## src/design/lcbs_pkg.sv

```systemverilog
`timescale 1ns / 1ps
package lcbs_pkg;

  localparam int NUM_CHANNELS = 16;
  localparam int PATTERN_BITS = 16;
  localparam int POS_W        = $clog2(PATTERN_BITS);
  localparam int TICK_W       = 10;
  localparam int CFG_W        = 10;
  localparam int CFG_IDX_W    = 2;
  localparam int Q_DEPTH      = 2;
  localparam int Q_PTR_W      = 1;
  localparam int Q_CNT_W      = 2;

  localparam logic [CFG_IDX_W-1:0] REG_INVERT_OUTPUTS    = 2'd0;
  localparam logic [CFG_IDX_W-1:0] REG_SLOW_TOGGLE_TICKS = 2'd1;
  localparam logic [CFG_IDX_W-1:0] REG_FAST_TOGGLE_TICKS = 2'd2;

  localparam logic CMD_TICK = 1'b0;
  localparam logic CMD_SET  = 1'b1;

  localparam logic [TICK_W-1:0] SLOW_TICKS_RST = 10'd10;
  localparam logic [TICK_W-1:0] FAST_TICKS_RST = 10'd5;

  typedef enum logic [1:0] {
    MODE_OFF  = 2'd0,
    MODE_ON   = 2'd1,
    MODE_SLOW = 2'd2,
    MODE_FAST = 2'd3
  } mode_t;

  typedef logic [PATTERN_BITS-1:0] word_t;

  typedef struct packed {
    logic full;
    logic empty;
  } q_stat_t;

  function automatic logic [TICK_W-1:0] advance_count(logic [TICK_W-1:0] count,
                                                      logic [TICK_W-1:0] period);
    logic [TICK_W-1:0] nxt;
    nxt = count + TICK_W'(1);
    if (nxt >= period || nxt == '0) begin
      nxt = '0;
    end
    return nxt;
  endfunction

endpackage

```

## src/design/lcbs_front.sv

```systemverilog
`timescale 1ns / 1ps
module lcbs_front import lcbs_pkg::*; (
  input  logic                 clk,
  input  logic                 rst_n,
  input  logic                 cfg_we,
  input  logic [CFG_IDX_W-1:0] cfg_index,
  input  logic [CFG_W-1:0]     cfg_data,
  input  logic                 in_valid,
  output logic                 in_stall,
  input  logic                 in_cmd,
  input  logic [3:0]           in_channel,
  input  logic [1:0]           in_mode,
  input  q_stat_t              q_stat,
  output logic                 push,
  output word_t                push_word
);

  logic              invert_r;
  logic [TICK_W-1:0] slow_ticks_r;
  logic [TICK_W-1:0] fast_ticks_r;
  logic [TICK_W-1:0] slow_cnt_r, slow_cnt_nxt;
  logic [TICK_W-1:0] fast_cnt_r, fast_cnt_nxt;
  logic              slow_ph_r, slow_ph_nxt;
  logic              fast_ph_r, fast_ph_nxt;
  mode_t             mode_r [NUM_CHANNELS];
  logic              accept;
  logic              set_acc;

  assign in_stall = q_stat.full;
  assign accept   = in_valid && !in_stall;
  assign push     = accept && (in_cmd == CMD_TICK);
  assign set_acc  = accept && (in_cmd == CMD_SET);

  always_ff @(posedge clk) begin
    if (!rst_n) begin
      invert_r     <= 1'b0;
      slow_ticks_r <= SLOW_TICKS_RST;
      fast_ticks_r <= FAST_TICKS_RST;
    end else if (cfg_we) begin
      case (cfg_index)
        REG_INVERT_OUTPUTS:    invert_r     <= cfg_data[0];
        REG_SLOW_TOGGLE_TICKS: slow_ticks_r <= cfg_data[TICK_W-1:0];
        REG_FAST_TOGGLE_TICKS: fast_ticks_r <= cfg_data[TICK_W-1:0];
        default: ;
      endcase
    end
  end

  // phases toggle on a zero count, before the counters advance
  always_comb begin
    slow_ph_nxt  = slow_ph_r ^ (slow_cnt_r == '0);
    fast_ph_nxt  = fast_ph_r ^ (fast_cnt_r == '0);
    slow_cnt_nxt = advance_count(slow_cnt_r, slow_ticks_r);
    fast_cnt_nxt = advance_count(fast_cnt_r, fast_ticks_r);
  end

  always_ff @(posedge clk) begin
    if (!rst_n) begin
      slow_cnt_r <= '0;
      fast_cnt_r <= '0;
      slow_ph_r  <= 1'b0;
      fast_ph_r  <= 1'b0;
    end else if (push) begin
      slow_cnt_r <= slow_cnt_nxt;
      fast_cnt_r <= fast_cnt_nxt;
      slow_ph_r  <= slow_ph_nxt;
      fast_ph_r  <= fast_ph_nxt;
    end
  end

  always_ff @(posedge clk) begin
    if (!rst_n) begin
      for (int i = 0; i < NUM_CHANNELS; i++) begin
        mode_r[i] <= MODE_OFF;
      end
    end else if (set_acc) begin
      for (int i = 0; i < NUM_CHANNELS; i++) begin
        if (32'(in_channel) == i) begin
          mode_r[i] <= mode_t'(in_mode);
        end
      end
    end
  end

  always_comb begin
    push_word = '0;
    for (int i = 0; i < NUM_CHANNELS && i < PATTERN_BITS; i++) begin
      case (mode_r[i])
        MODE_ON:   push_word[i] = 1'b1;
        MODE_SLOW: push_word[i] = slow_ph_nxt;
        MODE_FAST: push_word[i] = fast_ph_nxt;
        default:   push_word[i] = 1'b0;
      endcase
    end
    if (invert_r) begin
      push_word = ~push_word;
    end
  end

endmodule

```

## src/design/lcbs_queue.sv

```systemverilog
`timescale 1ns / 1ps
module lcbs_queue import lcbs_pkg::*; (
  input  logic    clk,
  input  logic    rst_n,
  input  logic    push,
  input  word_t   push_word,
  input  logic    pop,
  output word_t   head_word,
  output q_stat_t q_stat
);

  word_t              mem_r [Q_DEPTH];
  logic [Q_PTR_W-1:0] wr_ptr_r;
  logic [Q_PTR_W-1:0] rd_ptr_r;
  logic [Q_CNT_W-1:0] cnt_r;
  logic               do_push;
  logic               do_pop;

  assign q_stat.full  = (cnt_r == Q_CNT_W'(Q_DEPTH));
  assign q_stat.empty = (cnt_r == '0);
  assign do_push      = push && !q_stat.full;
  assign do_pop       = pop && !q_stat.empty;
  assign head_word    = mem_r[rd_ptr_r];

  always_ff @(posedge clk) begin
    if (do_push) begin
      mem_r[wr_ptr_r] <= push_word;
    end
  end

  always_ff @(posedge clk) begin
    if (!rst_n) begin
      wr_ptr_r <= '0;
      rd_ptr_r <= '0;
      cnt_r    <= '0;
    end else begin
      if (do_push) wr_ptr_r <= wr_ptr_r + Q_PTR_W'(1);
      if (do_pop)  rd_ptr_r <= rd_ptr_r + Q_PTR_W'(1);
      case ({do_push, do_pop})
        2'b10:   cnt_r <= cnt_r + Q_CNT_W'(1);
        2'b01:   cnt_r <= cnt_r - Q_CNT_W'(1);
        default: cnt_r <= cnt_r;
      endcase
    end
  end

endmodule

```

## src/design/lcbs_back.sv

```systemverilog
`timescale 1ns / 1ps
module lcbs_back import lcbs_pkg::*; (
  input  logic             clk,
  input  logic             rst_n,
  input  q_stat_t          q_stat,
  input  word_t            head_word,
  output logic             pop,
  output logic             out_valid,
  input  logic             out_stall,
  output logic             out_serial_data,
  output logic [3:0]       out_bit_index,
  output logic             out_latch,
  output logic [15:0]      out_pattern
);

  logic             busy_r, busy_nxt;
  logic [POS_W-1:0] pos_r, pos_nxt;
  word_t            word_r, word_nxt;
  logic             take;
  logic             last;

  assign take = busy_r && !out_stall;
  assign last = (pos_r == '0);

  always_comb begin
    busy_nxt = busy_r;
    pos_nxt  = pos_r;
    word_nxt = word_r;
    pop      = 1'b0;
    if (!busy_r || (take && last)) begin
      // load the next word straight behind the last bit, no gap
      if (!q_stat.empty) begin
        pop      = 1'b1;
        busy_nxt = 1'b1;
        pos_nxt  = POS_W'(PATTERN_BITS - 1);
        word_nxt = head_word;
      end else begin
        busy_nxt = 1'b0;
      end
    end else if (take) begin
      pos_nxt = pos_r - POS_W'(1);
    end
  end

  always_ff @(posedge clk) begin
    if (!rst_n) begin
      busy_r <= 1'b0;
      pos_r  <= '0;
    end else begin
      busy_r <= busy_nxt;
      pos_r  <= pos_nxt;
    end
  end

  always_ff @(posedge clk) begin
    word_r <= word_nxt;
  end

  assign out_valid       = busy_r;
  assign out_serial_data = word_r[pos_r];
  assign out_bit_index   = 4'(pos_r);
  assign out_latch       = last;
  assign out_pattern     = 16'(word_r);

endmodule

```

## src/design/led_channel_blinker_serializer_unit.sv

```systemverilog
`timescale 1ns / 1ps
// channel   direction  ports
// in_       input      in_valid / in_stall : cmd, channel, mode
// out_      output     out_valid / out_stall : serial_data, bit_index, latch, pattern
// cfg_      input      cfg_we : cfg_index, cfg_data (no read-back)
//
// A set transaction gives no result. A tick transaction passes through the front and
// yields 16 results from the serializer, one per cycle while out_stall is low.
// Sustained tick rate is set by the serializer, which shifts one bit per cycle unless stalled;
// a two-word queue lets the front keep accepting while the back shifts.
// Reset (rst_n low, synchronous) clears modes, counters, phases and the queue.
// in_stall is high while the queue is full; out_stall holds the current bit.
module led_channel_blinker_serializer_unit import lcbs_pkg::*; (
  input  logic                 clk,
  input  logic                 rst_n,
  input  logic                 cfg_we,
  input  logic [CFG_IDX_W-1:0] cfg_index,
  input  logic [CFG_W-1:0]     cfg_data,
  input  logic                 in_valid,
  output logic                 in_stall,
  input  logic                 in_cmd,
  input  logic [3:0]           in_channel,
  input  logic [1:0]           in_mode,
  output logic                 out_valid,
  input  logic                 out_stall,
  output logic                 out_serial_data,
  output logic [3:0]           out_bit_index,
  output logic                 out_latch,
  output logic [15:0]          out_pattern
);

  q_stat_t q_stat;
  logic    push;
  word_t   push_word;
  logic    pop;
  word_t   head_word;

  lcbs_front u_front (
    .clk        (clk),
    .rst_n      (rst_n),
    .cfg_we     (cfg_we),
    .cfg_index  (cfg_index),
    .cfg_data   (cfg_data),
    .in_valid   (in_valid),
    .in_stall   (in_stall),
    .in_cmd     (in_cmd),
    .in_channel (in_channel),
    .in_mode    (in_mode),
    .q_stat     (q_stat),
    .push       (push),
    .push_word  (push_word)
  );

  lcbs_queue u_queue (
    .clk       (clk),
    .rst_n     (rst_n),
    .push      (push),
    .push_word (push_word),
    .pop       (pop),
    .head_word (head_word),
    .q_stat    (q_stat)
  );

  lcbs_back u_back (
    .clk             (clk),
    .rst_n           (rst_n),
    .q_stat          (q_stat),
    .head_word       (head_word),
    .pop             (pop),
    .out_valid       (out_valid),
    .out_stall       (out_stall),
    .out_serial_data (out_serial_data),
    .out_bit_index   (out_bit_index),
    .out_latch       (out_latch),
    .out_pattern     (out_pattern)
  );

endmodule
```

## config.mk

```make
export PLATFORM = sky130hd
export DESIGN_NAME = led_channel_blinker_serializer_unit
export DESIGN_NICKNAME = d
export VERILOG_FILES = /design/src/design/lcbs_pkg.sv /design/src/design/lcbs_front.sv /design/src/design/lcbs_queue.sv /design/src/design/lcbs_back.sv /design/src/design/led_channel_blinker_serializer_unit.sv
export SDC_FILE = /design/constraint.sdc
export NUM_CORES = 1
export LEC_CHECK = 0
export BUFFER_PORTS_ARGS = -buffer_cell sky130_fd_sc_hd__buf_2
export CAP_MARGIN = 0
export CORE_UTILIZATION = 45
export DETAILED_ROUTE_END_ITERATION = 16
export PLACE_DENSITY = 0.59
export SYNTH_ARGS = -nofsm -noshare
export SYNTH_HDL_FRONTEND = slang
export SYNTH_SLANG_ARGS = --single-unit
```

## constraint.sdc

```tcl
create_clock -name clk -period 7.1 [get_ports clk]
set_input_delay 1.775 -clock clk [delete_from_list [all_inputs] [get_ports clk]]
set_output_delay 1.775 -clock clk [all_outputs]
set_load 0.02 [all_outputs]
```

==> qor.yml, run 1 <==
status:
  status: "completed"
yosys:
  syn_inst: 610
  yosys.area_share.simple_pct: 15.2
  synth_seq_cells: 132
  synthAdderAreaFrac_pct: 4.98
  synth_ff_type: "edfxtp_1"
  synth-xor-area-share_pct: 5.25
  netlist_area_mm2: 0.00653
  yosysSeqAreaShare_pct: 52.7
  async_flop_share_pct: 0
  synth-edff-count: 80
  synth_compound_area_share_pct: 12.0
  syn_avg_cell_area_um2: 10.7
  ys_types: 63
  synth_top_family_by_area: "simple AND/OR/NAND/NOR gates"
  synthesis.yosys.warnings: 0
  synth_fp_nets: 660
  synthMuxAreaShare_pct: 5.86
detailed_routing:
  wl_per_cell_um: 15.8
  drc_errors: 0
  drt_iter0_markers: 355
  antenna_left: 0
  viasPerCell: 5.44
  drt_first_pass_iters: 5
  vias: 4594
  totalWireLength_um: 13400
global_routing:
  grt-ovfl-total: 0
  grt_max_degree: 38
  grt_antenna_before_repair: 0
  first_global_vias: 4480
  track_usage_pct: 19.2
  grt_pass1_wl_um: 21900
floorplanning:
  die-area_mm2: 0.0150
  initial_core_util_pct: 46.5
  rows: 43
  io-pin-count: 48
  fp.dieW_um: 122
  die-height_um: 122
  core_mm2: 0.0140
critical_path:
  cp_slowest_cell: "mux4_2"
  r2r_start: "u_front.fast_cnt_r[0]"
  critPathMostFrequentCell: "mux4_2"
  timing.rr.end: "u_front.fast_cnt_r[0]"
  path_cells: "mux4_2, mux4_2, buf_2"
  critPathKind: "reg -> out"
  critPathLaunchType: "flop"
  worstPathRequired_ps: 5330
  arrival_ps: 2140
  reg2regPathDepth: 12
  cp_max_fo: 7
  r2r_setup_slack_ps: 3580
  end_kind: "output pin"
  crit_buf_inv: 1
  path_delay_family: "multiplexers"
  max_stage_delay_ps: 570
placed_design:
  dpl.hpwl_um: 9300
  pre_cts_ws_ps: 3490
  place_area_mm2: 0.00689
  dp.cells: 812
  place_congestion: 0.839
  port_buffers: 47
min_path:
  hold_start: "u_front.fast_ticks_r[6]"
  holdPathEnd: "u_front.fast_ticks_r[6]"
  worst_hold_path.num_cells: 2
  hold_class: "reg -> reg"
timing:
  rsz0062_at_grt: "false"
  final-setup-viol-count: 0
  hold_viol: 0
  fmax_mhz: 255
  tightest_slew_ps: 890
  relSlewSlack_pct: 40.6
  tns_ps: 0
  finalCriticalPeriod_ps: 3910
  drv_slew: 0
  finalWorstSetupSlack_ps: 3190
  period_share_pct: 55.1
  fin_skew_ps: 5.60
  fin_hold_ws_ps: 459
final_layout:
  fillers: 1237
  fin_cells: 844
  diodes: 0
  nNetsFinal: 701
  drive_above_1_share_pct: 18.8
  final_util_pct: 53.2
  area_delta_synth_final_pct: 14.4
  final_area_mm2: 0.00747
clock_network:
  htree_levels: 4
  cts_tree: "done"
  cts_hold_buf: 0
  cts_sinks: 132
  cts_root_buf: "clkbuf_16"
  cts_resized: 0
  cts_setup_buffers: 0
  clockBufferDepth: 2
  clk_pin_slew_worst_paths_ps: 60
  clk-insertion-delay-late_ps: 410
  numCtsBuffers: 17
power_and_ir_drop:
  ir_worst_vdd_mv: 0.205
  p_per_area_mw_per_mm2: 333
  leakagePower_nw: 2.88
  finalPower_mw: 2.49
flow_run:
  cap_violations: 0
flip-flops by register name, indices dropped and copies added, names as in the netlist:
register and flops:
u_back.out_bit_index 4, u_back.out_pattern 16, u_back.out_valid 1, u_front.fast_cnt_r 10
u_front.fast_ph_r 1, u_front.fast_ticks_r 10, u_front.invert_r 1, u_front.mode_r 32
u_front.slow_cnt_r 10, u_front.slow_ph_r 1, u_front.slow_ticks_r 10, u_queue.cnt_r 2
u_queue.mem_r 32, u_queue.rd_ptr_r 1, u_queue.wr_ptr_r 1
cells in the final DEF (no fill, tap or decap), drive strengths merged, types with 4 or more instances in the layout:
cell type   n
edfxtp     80
nand2      75
nor2       54
dfxtp      52
buf        51
a21oi      42
inv        38
ha         26
xor2       22
a31oi      22
nand3      20
o21ai      19
clkbuf     18
mux2       16
xnor2      15
mux2i       9
nor3        9
or3         6
mux4        5
nand2b      5
a211oi      5
a22oi       5
nor4        5
clkinv      5
and2        4
nand4       4
nor2b       4
nor3b       4
or2         4
o211ai      4
kinds of logic (layout without fill, tap and decap cells):
group,count (synthesis),after routing
DFF,132,132
muxes,30,30
adders and majority gates,26,26
and+or+nand+nor,204,204
xor gates and xnor gates,37,37
AOI/OAI and AO/OA,119,119
buffers and inverters,62,116
worst min-delay path, delay by kind of cell, from the launching register on:
| kind | cells | cell delay, ps |
|---|---|---|
| flip-flops | 1 | 310 |
| AND/OR/NAND/NOR | 1 | 50 |
| AO/OA/AOI/OAI | 1 | 50 |
worst max path at each step:
stage                     slack, ps  cells after the start               endpoint               startpoint
after global routing           3040                      3        out_serial_data  u_back.out_bit_index[0]
final                          3190                      3        out_serial_data  u_back.out_bit_index[0]
after detailed placement       3490                      5  u_front.slow_cnt_r[6]                    rst_n
after CTS                      3120                      3        out_serial_data  u_back.out_bit_index[0]
after global placement         3570                      8       u_queue.cnt_r[1]                out_stall
after floorplan                3150                      6       u_queue.cnt_r[1]                out_stall
area by class of cell:
type,instances,area [um^2],area share (%)
Tap cell,180,225,3.01
Timing Repair Buffer,51,265,3.55
Inverter,33,126,1.69
Clock inverter,14,151,2.03
Sequential cell,132,3440,46.1
Multi-Input combinational cell,416,2830,37.9
Clock buffer,18,429,5.74
cells in the mapped netlist (3+ instances only):
| cell type | instances | area (um^2) |
|---|---|---|
| edfxtp_1 | 80 | 2400 |
| nand2_1 | 73 | 274 |
| nor2_1 | 53 | 199 |
| dfxtp_1 | 52 | 1040 |
| a21oi_1 | 42 | 210 |
| inv_1 | 32 | 120 |
| ha_1 | 26 | 325 |
| xor2_1 | 22 | 193 |
| nand3_1 | 19 | 95.1 |
| a31oi_1 | 18 | 113 |
| o21ai_0 | 17 | 85.1 |
| mux2_2 | 16 | 180 |
| clkbuf_1 | 15 | 56.3 |
| xnor2_1 | 14 | 123 |
| mux2i_1 | 9 | 90.1 |
| nor3_1 | 8 | 40.0 |
| buf_2 | 6 | 30.0 |
| or3_1 | 6 | 37.5 |
| a211oi_1 | 5 | 37.5 |
| a22oi_1 | 5 | 37.5 |
| buf_1 | 5 | 18.8 |
| mux4_2 | 5 | 113 |
| nand2b_1 | 5 | 31.3 |
| a31oi_2 | 4 | 50.1 |
| and2_1 | 4 | 25.0 |
| nand4_1 | 4 | 25.0 |
| nor2b_1 | 4 | 25.0 |
| nor3b_1 | 4 | 30.0 |
| o211ai_1 | 4 | 30.0 |
| or2_2 | 4 | 25.0 |
| and3_1 | 3 | 18.8 |
| nor4_1 | 3 | 18.8 |
| o31a_1 | 3 | 26.3 |
per-layer routing:
layer | track usage, % | vias to the layer above | routed length (um)
met3 | 4.09 | 27 | 457
li1 | - | 2278 | -
met5 | 0 | - | 0
met2 | 30.2 | 108 | 6240
met4 | 8.31 | 0 | 221
met1 | 25.6 | 2181 | 6430
power by group:
part	switching [mW]	internal [mW]	total [mW]	leakage [nW]
clock	0.338	0.521	0.859	0.280
combinational	0.339	0.246	0.585	1.40
sequential	0.0927	0.953	1.05	1.20
total	0.770	1.72	2.49	2.88
(Power assumes the default switching activity.)
==> inputs of run 2 (changes only) <==
--- a/config.mk
+++ b/config.mk
@@ -5,11 +5,12 @@
 export SDC_FILE = /design/constraint.sdc
 export NUM_CORES = 1
 export LEC_CHECK = 0
+export ABC_AREA = 1
 export BUFFER_PORTS_ARGS = -buffer_cell sky130_fd_sc_hd__buf_2
 export CAP_MARGIN = 0
 export CORE_UTILIZATION = 45
 export DETAILED_ROUTE_END_ITERATION = 16
-export PLACE_DENSITY = 0.59
+export PLACE_DENSITY = 0.62
 export SYNTH_ARGS = -nofsm -noshare
 export SYNTH_HDL_FRONTEND = slang
 export SYNTH_SLANG_ARGS = --single-unit
==> constraint.sdc (replaced) <==
create_clock -name clk -period 3.3 [get_ports clk]
set_input_delay 0.825 -clock clk [delete_from_list [all_inputs] [get_ports clk]]
set_output_delay 0.825 -clock clk [all_outputs]
set_load 0.02 [all_outputs]
==> run 2 against run 1 <==
Clock skew increased by 0.97 ps. Sequential share of layout area is 2.4 points lower. Power is 130% higher. Non-clock buffer count rose by 3. Synthesized cell count increased by 40%. Sequential power increased by 120%. Global-route usage is 0.14 points higher. Largest cell class unchanged.
==> qor.yml, run 2 <==
yosys:
  syn_inst: 857  # +40%
  synth_top_cell_area_share_pct: 34.9  # -1.9 points
  netlist_area_mm2: 0.00689  # +5.4%
  yosysSeqAreaShare_pct: 50.0  # -2.7 points
  synthesis.yosys.warnings: 0  # unchanged
  synth-edff-count: 80  # unchanged
  yosys-top-cells-count: "223 x nand2_1, 113 x inv_1, 84 x nor2_1"
  synth.area.top_cells: "edfxtp_1 35%, dfxtp_1 15%, nand2_1 12%"
  synth.largest_area_cell: "edfxtp_1"
  synth_ff_type: "edfxtp_1"
  synth_most_common_cell: "nand2_1"
  ys_types: 34  # -46%
  synth_fp_nets: 907  # +37%
  syn_avg_cell_area_um2: 8.03  # -25%
  synth_seq_cells: 132  # unchanged
  async_flop_share_pct: 0  # unchanged
power_and_ir_drop:
  p_int_mw: 3.76  # +120%
  power_frac_comb_pct: 26.0  # +2.5 points
  p_sw_share_pct: 34.2  # +3.2 points
  p_switching_mw: 1.95  # +150%
  seq_power_share_pct: 39.7  # -2.3 points
  ir_worst_vdd_mv: 0.384  # +87%
  p_per_area_mw_per_mm2: 725  # +120%
  power_frac_clock_pct: 34.4  # about the same
  finalPower_mw: 5.72  # +130%
  leakagePower_nw: 3.62  # +26%
critical_path:
  reg2regPathDepth: 11  # -1
  cp_max_fo: 12  # +5
  arrival_ps: 1960  # -180 ps
  cp_slowest_cell: "dfxtp_1"
  worstPathRequired_ps: 2470  # -2860 ps
  max_stage_delay_ps: 530  # -40 ps
  path_cells: "clkinv_1, o21ai_0, o22ai_1, o211ai_1, nand2_1, buf_2"
  timing.rr.end: "u_queue.cnt_r[1]"
  cp-endpoint: "out_serial_data"
  critPathKind: "reg -> out"
  end_kind: "output pin"
  critPathLaunchType: "flop"
  r2r_start: "u_back.out_bit_index[0]"
  cp-startpoint: "u_back.out_bit_index[0]"
  r2r_setup_slack_ps: 670  # -2910 ps
final_layout:
  layout_common_cells: "223 x nand2_1, 113 x inv_1, 84 x nor2_1, 80 x edfxtp_1, 69 x nand3_1"
  nNetsFinal: 954  # +36%
  drive_above_1_share_pct: 12.3  # -6.5 points
  area_delta_synth_final_pct: 14.6
  final_area_mm2: 0.00789  # +5.6%
  final_common_cell: "nand2_1"
  diodes: 0  # unchanged
detailed_routing:
  drt_first_pass_iters: 5  # unchanged
  viasPerCell: 4.89  # -10%
  totalWireLength_um: 13700  # +2.3%
  drc_errors: 0  # unchanged
  wl_per_cell_um: 12.4  # -22%
  antenna_left: 0  # unchanged
  drt_iter0_markers: 316  # -11%
  vias: 5388  # +17%
global_routing:
  grt_max_degree: 40  # +5.3%
  first_global_vias: 4998  # +12%
  grt_pass1_wl_um: 24200  # +11%
  grt_antenna_before_repair: 0  # unchanged
  grt-ovfl-total: 0  # unchanged
  track_usage_pct: 19.3  # +0.14 points
placed_design:
  place_area_mm2: 0.00727  # +5.5%
  port_buffers: 47  # unchanged
  pre_cts_ws_ps: 686  # -2800 ps
  dpl.hpwl_um: 9910  # +6.6%
  place_congestion: 0.830  # -1.0%
floorplanning:
  core_mm2: 0.0148  # +5.1%
  rows: 44  # +2.3%
  initial_core_util_pct: 46.7  # +0.14 points
  die-area_mm2: 0.0158  # +5.3%
  die-height_um: 126  # +2.6%
  fp.dieW_um: 126  # +2.6%
  io-pin-count: 48  # unchanged
timing:
  drv_slew: 0  # unchanged
  finalCriticalPeriod_ps: 2790
  relSlewSlack_pct: 62.8  # +22 points
  hold_viol: 0  # unchanged
  period_share_pct: 84.5
  fmax_mhz: 359
  final-setup-viol-count: 0  # unchanged
  tns_ps: 0  # unchanged
  finalWorstSetupSlack_ps: 512  # -2670 ps
  fin_skew_ps: 6.57  # +0.971 ps
  rsz0062_at_grt: "false"
  tightest_slew_ps: 552  # -337 ps
clock_network:
  cts_sinks: 132  # unchanged
  cts_setup_buffers: 0  # unchanged
  cts_resized: 0  # unchanged
  numCtsBuffers: 17  # unchanged
  clockBufferDepth: 2  # unchanged
  cts_hold_buf: 0  # unchanged
  cts_root_buf: "clkbuf_16"
  clk_pin_slew_worst_paths_ps: 60  # about the same
  htree_levels: 4  # unchanged
  clk-insertion-delay-late_ps: 420  # about the same
  cts_tree: "done"
min_path:
  hold_class: "reg -> reg"
flow_run:
  cap_violations: 0  # unchanged
status:
  status: "completed"
run 2: cell count changes in the layout (fill, tap and decap cells not counted), moves of 10 or more:
cell / change
o21ai_0: +44
nand2_1: +150
nand3_1: +50
xnor2_1: -14
mux2_2: -16
xor2_1: -20
nand4_1: +11
inv_1: +81
a31oi_1: -17
a21oi_1: +10
nor2_1: +31
run 2: critical path: cells and delay by family (launching register included):
family / cells / cell delay, ps
flops: 1 / 530
compound gates: 3 / 480
buf+inv: 2 / 470
simple gates: 1 / 60
run 2: stage by stage:
stage | utilization (%) | instances | hold slack (ps)
2_1_floorplan | - | 857 | 433
3_3_place_gp | 49.3 | 1069 | 453
3_5_place_dp | 49.3 | 1069 | 454
4_1_cts | 53.5 | 1101 | 464
5_1_grt | 53.5 | 1101 | 494
6_report | 53.5 | 1101 | 462
run 2: final cells by class:
class / count / area [um^2]
clock inverter: 15 / 193
sequential: 132 / 3440
inverter: 120 / 450
clock buffer: 17 / 425
timing repair buffer: 54 / 288
fill: 1382 / 6870
multi-input combinational: 579 / 2860
tap: 184 / 230
run 2: worst min path at each step:
stage | end | slack [ps] | start | cells after the start
after floorplan | u_front.fast_ticks_r[0] | 430 | u_front.fast_ticks_r[0] | 2
after global placement | u_front.fast_ticks_r[1] | 450 | u_front.fast_ticks_r[1] | 2
after detailed placement | u_front.fast_ticks_r[1] | 450 | u_front.fast_ticks_r[1] | 2
after CTS | u_front.fast_ticks_r[5] | 460 | u_front.fast_ticks_r[5] | 2
after global routing | u_front.fast_ticks_r[8] | 490 | u_front.fast_ticks_r[8] | 2
final | u_front.fast_ticks_r[1] | 460 | u_front.fast_ticks_r[1] | 2
run 2: routing by layer:
metal	GRT usage [%]	routed length, um	vias up
li1	-	-	2922
met1	27.0	7060	2344
met2	29.7	5830	111
met3	4.50	602	11
met4	6.24	161	0
met5	0	0	-
run 2: cells by family after synthesis:
group	after synthesis	share of synthesized area, %
and+or+nand+nor	421	26.4
xor gates and xnor gates	2	0.254
AOI/OAI and AO/OA	130	10.1
DFF	132	50.0
buffers and inverters	146	8.49
adders and majority gates	26	4.72
run 2: power groups by stage:
| stage | combinational (mW) | sequential, mW | clock (mW) |
|---|---|---|---|
| 6_report | 1.49 | 2.27 | 1.96 |
| 3_5_place_dp | 1.49 | 2.30 | 0 |
| 4_1_cts | 1.50 | 2.27 | 2.01 |
| 2_1_floorplan | 0.966 | 2.40 | 0 |
| 3_3_place_gp | 1.48 | 2.30 | 0 |
| 5_1_grt | 1.70 | 2.31 | 2.09 |
==> inputs of run 3 (changes only) <==
--- a/config.mk
+++ b/config.mk
@@ -5,12 +5,12 @@
 export SDC_FILE = /design/constraint.sdc
 export NUM_CORES = 1
 export LEC_CHECK = 0
-export ABC_AREA = 1
+export ABC_AREA = 0
 export BUFFER_PORTS_ARGS = -buffer_cell sky130_fd_sc_hd__buf_2
 export CAP_MARGIN = 0
 export CORE_UTILIZATION = 45
 export DETAILED_ROUTE_END_ITERATION = 16
-export PLACE_DENSITY = 0.62
+export PLACE_DENSITY = 0.59
 export SYNTH_ARGS = -nofsm -noshare
 export SYNTH_HDL_FRONTEND = slang
 export SYNTH_SLANG_ARGS = --single-unit
==> constraint.sdc (replaced) <==
create_clock -name clk -period 2.7 [get_ports clk]
set_input_delay 0.675 -clock clk [delete_from_list [all_inputs] [get_ports clk]]
set_output_delay 0.675 -clock clk [all_outputs]
set_load 0.02 [all_outputs]
==> run 3 against run 2 <==
Register-to-register slack got worse by 570 ps. Critical path depth decreased by 3. Sequential share of layout area decreased by 0.40 points. First-iteration DRC count increased by 11%. Cell count decreased by 20%. Largest power group unchanged. Final area increased by 1.3%.
==> qor.yml, run 3 (synthesis results as in run 1) <==
status:
  status: "completed"
final_layout:
  area_delta_synth_final_pct: 22.3
  nNetsFinal: 741  # -22%
  fin_cells: 884  # -20%
  final_common_cell: "edfxtp_1"
  layout_common_cells: "80 x edfxtp_1, 72 x nand2_1, 51 x nor2_1, 46 x buf_2, 46 x dfxtp_1"
  drive_above_1_share_pct: 28.7  # +16 points
  multi_input_area_mm2: 0.00303  # +6.0%
  final_util_pct: 56.9  # +3.4 points
  seqCellArea_mm2: 0.00346  # +0.36%
  diodes: 0  # unchanged
  fillers: 1172  # -15%
detailed_routing:
  vias: 4756  # -12%
  drt_iter0_markers: 351  # +11%
  viasPerCell: 5.38  # +9.9%
  totalWireLength_um: 13700  # +0.43%
  drc_errors: 0  # unchanged
  drt_first_pass_iters: 5  # unchanged
  wl_per_cell_um: 15.5  # +25%
  antenna_left: 0  # unchanged
timing:
  tightest_slew_ps: 826  # +273 ps
  fin_skew_ps: 6.50  # -0.0712 ps
  rsz0062_at_grt: "true"
  drv_slew: 0  # unchanged
  tns_ps: 0  # unchanged
  finalCriticalPeriod_ps: 2630
  fmax_mhz: 380
  period_share_pct: 97.6
  relSlewSlack_pct: 44.9  # -18 points
  final-setup-viol-count: 0  # unchanged
  hold_viol: 0  # unchanged
global_routing:
  grt-ovfl-total: 0  # unchanged
  track_usage_pct: 19.4  # +0.11 points
  grt_antenna_before_repair: 0  # unchanged
  first_global_vias: 4630  # -7.4%
  grt_max_degree: 31  # -23%
  grt_pass1_wl_um: 22200  # -8.5%
floorplanning:
  io-pin-count: 48  # unchanged
  fp.dieW_um: 122  # -2.5%
  rows: 43  # -2.3%
  die-height_um: 122  # -2.5%
  core_mm2: 0.0140  # -4.8%
  die-area_mm2: 0.0150  # -5.0%
  initial_core_util_pct: 46.5  # -0.14 points
critical_path:
  r2r_start: "u_front.fast_cnt_r[1]"
  max_stage_delay_ps: 510  # -20 ps
  worstPathRequired_ps: 2030  # -440 ps
  end_kind: "output pin"
  cp_max_fo: 6  # -6
  critPathLaunchType: "flop"
  path_delay_family: "multiplexers"
  critPathKind: "reg -> out"
  arrival_ps: 1960  # about the same
  path_cells: "mux4_2, mux4_2, buf_6"
  cp-startpoint: "u_back.out_bit_index[0]"
  cp_slowest_cell: "mux4_2"
  crit_buf_inv: 1  # -1
  critPathMostFrequentCell: "mux4_2"
placed_design:
  dpl.hpwl_um: 9570  # -3.4%
  place_congestion: 0.843  # +1.6%
  port_buffers: 47  # unchanged
  dp.cells: 846  # -21%
power_and_ir_drop:
  ir_worst_vdd_mv: 0.497  # +29%
  finalPower_mw: 6.66  # +17%
  leakagePower_nw: 3.15  # -13%
  p_per_area_mw_per_mm2: 834  # +15%
clock_network:
  clk_pin_slew_worst_paths_ps: 60  # about the same
  cts_hold_buf: 0  # unchanged
  cts_tree: "done"
  cts_root_buf: "clkbuf_16"
  numCtsBuffers: 17  # unchanged
  clk-insertion-delay-late_ps: 420  # about the same
  clockBufferDepth: 2  # unchanged
  htree_levels: 4  # unchanged
  cts_sinks: 132  # unchanged
min_path:
  hold_class: "reg -> reg"
  hold_start: "u_front.fast_ticks_r[4]"
flow_run:
  cap_violations: 0  # unchanged
## run 3: changes by cell type in the layout (fill, tap and decap cells not counted), moves of 9 or more
cell and delta:
inv_1 -82, buf_4 +34, mux2_2 +16, nor2_1 -33, xnor2_1 +12, a31oi_1 +17, mux2i_1 +9, nand3_1 -53
xor2_1 +20, nand2_1 -151, nand4_1 -11, a21oi_1 -10, o21ai_0 -46
## run 3: through the flow
stage,setup WS (ps),area [um^2],hold WS (ps)
finish,65.2,7990,459
global route,-91.2,7990,476
CTS,5.90,7830,463
detailed placement,-108,7180,450
global placement,-69.8,7180,447
floorplan,14.9,6560,436
## run 3: repair_timing
item	in CTS	in global routing
resized for setup	11	35
endpoints found under the setup margin	14	20
pin swaps	7	16
cloned	1	1
buffers inserted	2	2
## run 3: worst paths after layout
kind / endpoint / slack (ps) / depth (start not counted)
max: out_serial_data / 70 / 3
min: u_front.fast_ticks_r[4] / 460 / 2
min reg2reg: u_front.fast_ticks_r[4] / 460 / 2
max reg2reg: u_front.fast_cnt_r[8] / 100 / 13
## run 3: worst reg2reg max path, stage by stage (launching register included)
cell and delay, ps:
dfxtp_2 350, ha_4 140, nand2_2 50, or3_4 370, and2_4 160, or2_4 230, ha_4 260, nand4_1 90
buf_4 160, o311ai_4 240, buf_6 160, nor2_4 50, a22oi_1 170, nor2_1 50
## run 3: metal layers
metal	global-route usage (%)	routed length [um]	up-vias
met2	31.0	6480	106
met4	8.38	239	0
li1	-	-	2366
met5	0	0	-
met3	4.14	528	21
met1	25.5	6470	2263
## run 3: layout make-up
type | count | area share, %
timing repair buffer | 90 | 7.16
clock inverter | 14 | 1.91
sequential | 132 | 43.3
inverter | 33 | 1.58
multi-input combinational | 417 | 37.9
clock buffer | 18 | 5.37
tap | 180 | 2.82
## run 3: power breakdown
part | total, mW | switching [mW] | internal (mW)
sequential | 2.75 | 0.236 | 2.51
combinational | 1.65 | 0.935 | 0.715
clock | 2.26 | 0.895 | 1.37
total | 6.66 | 2.07 | 4.60
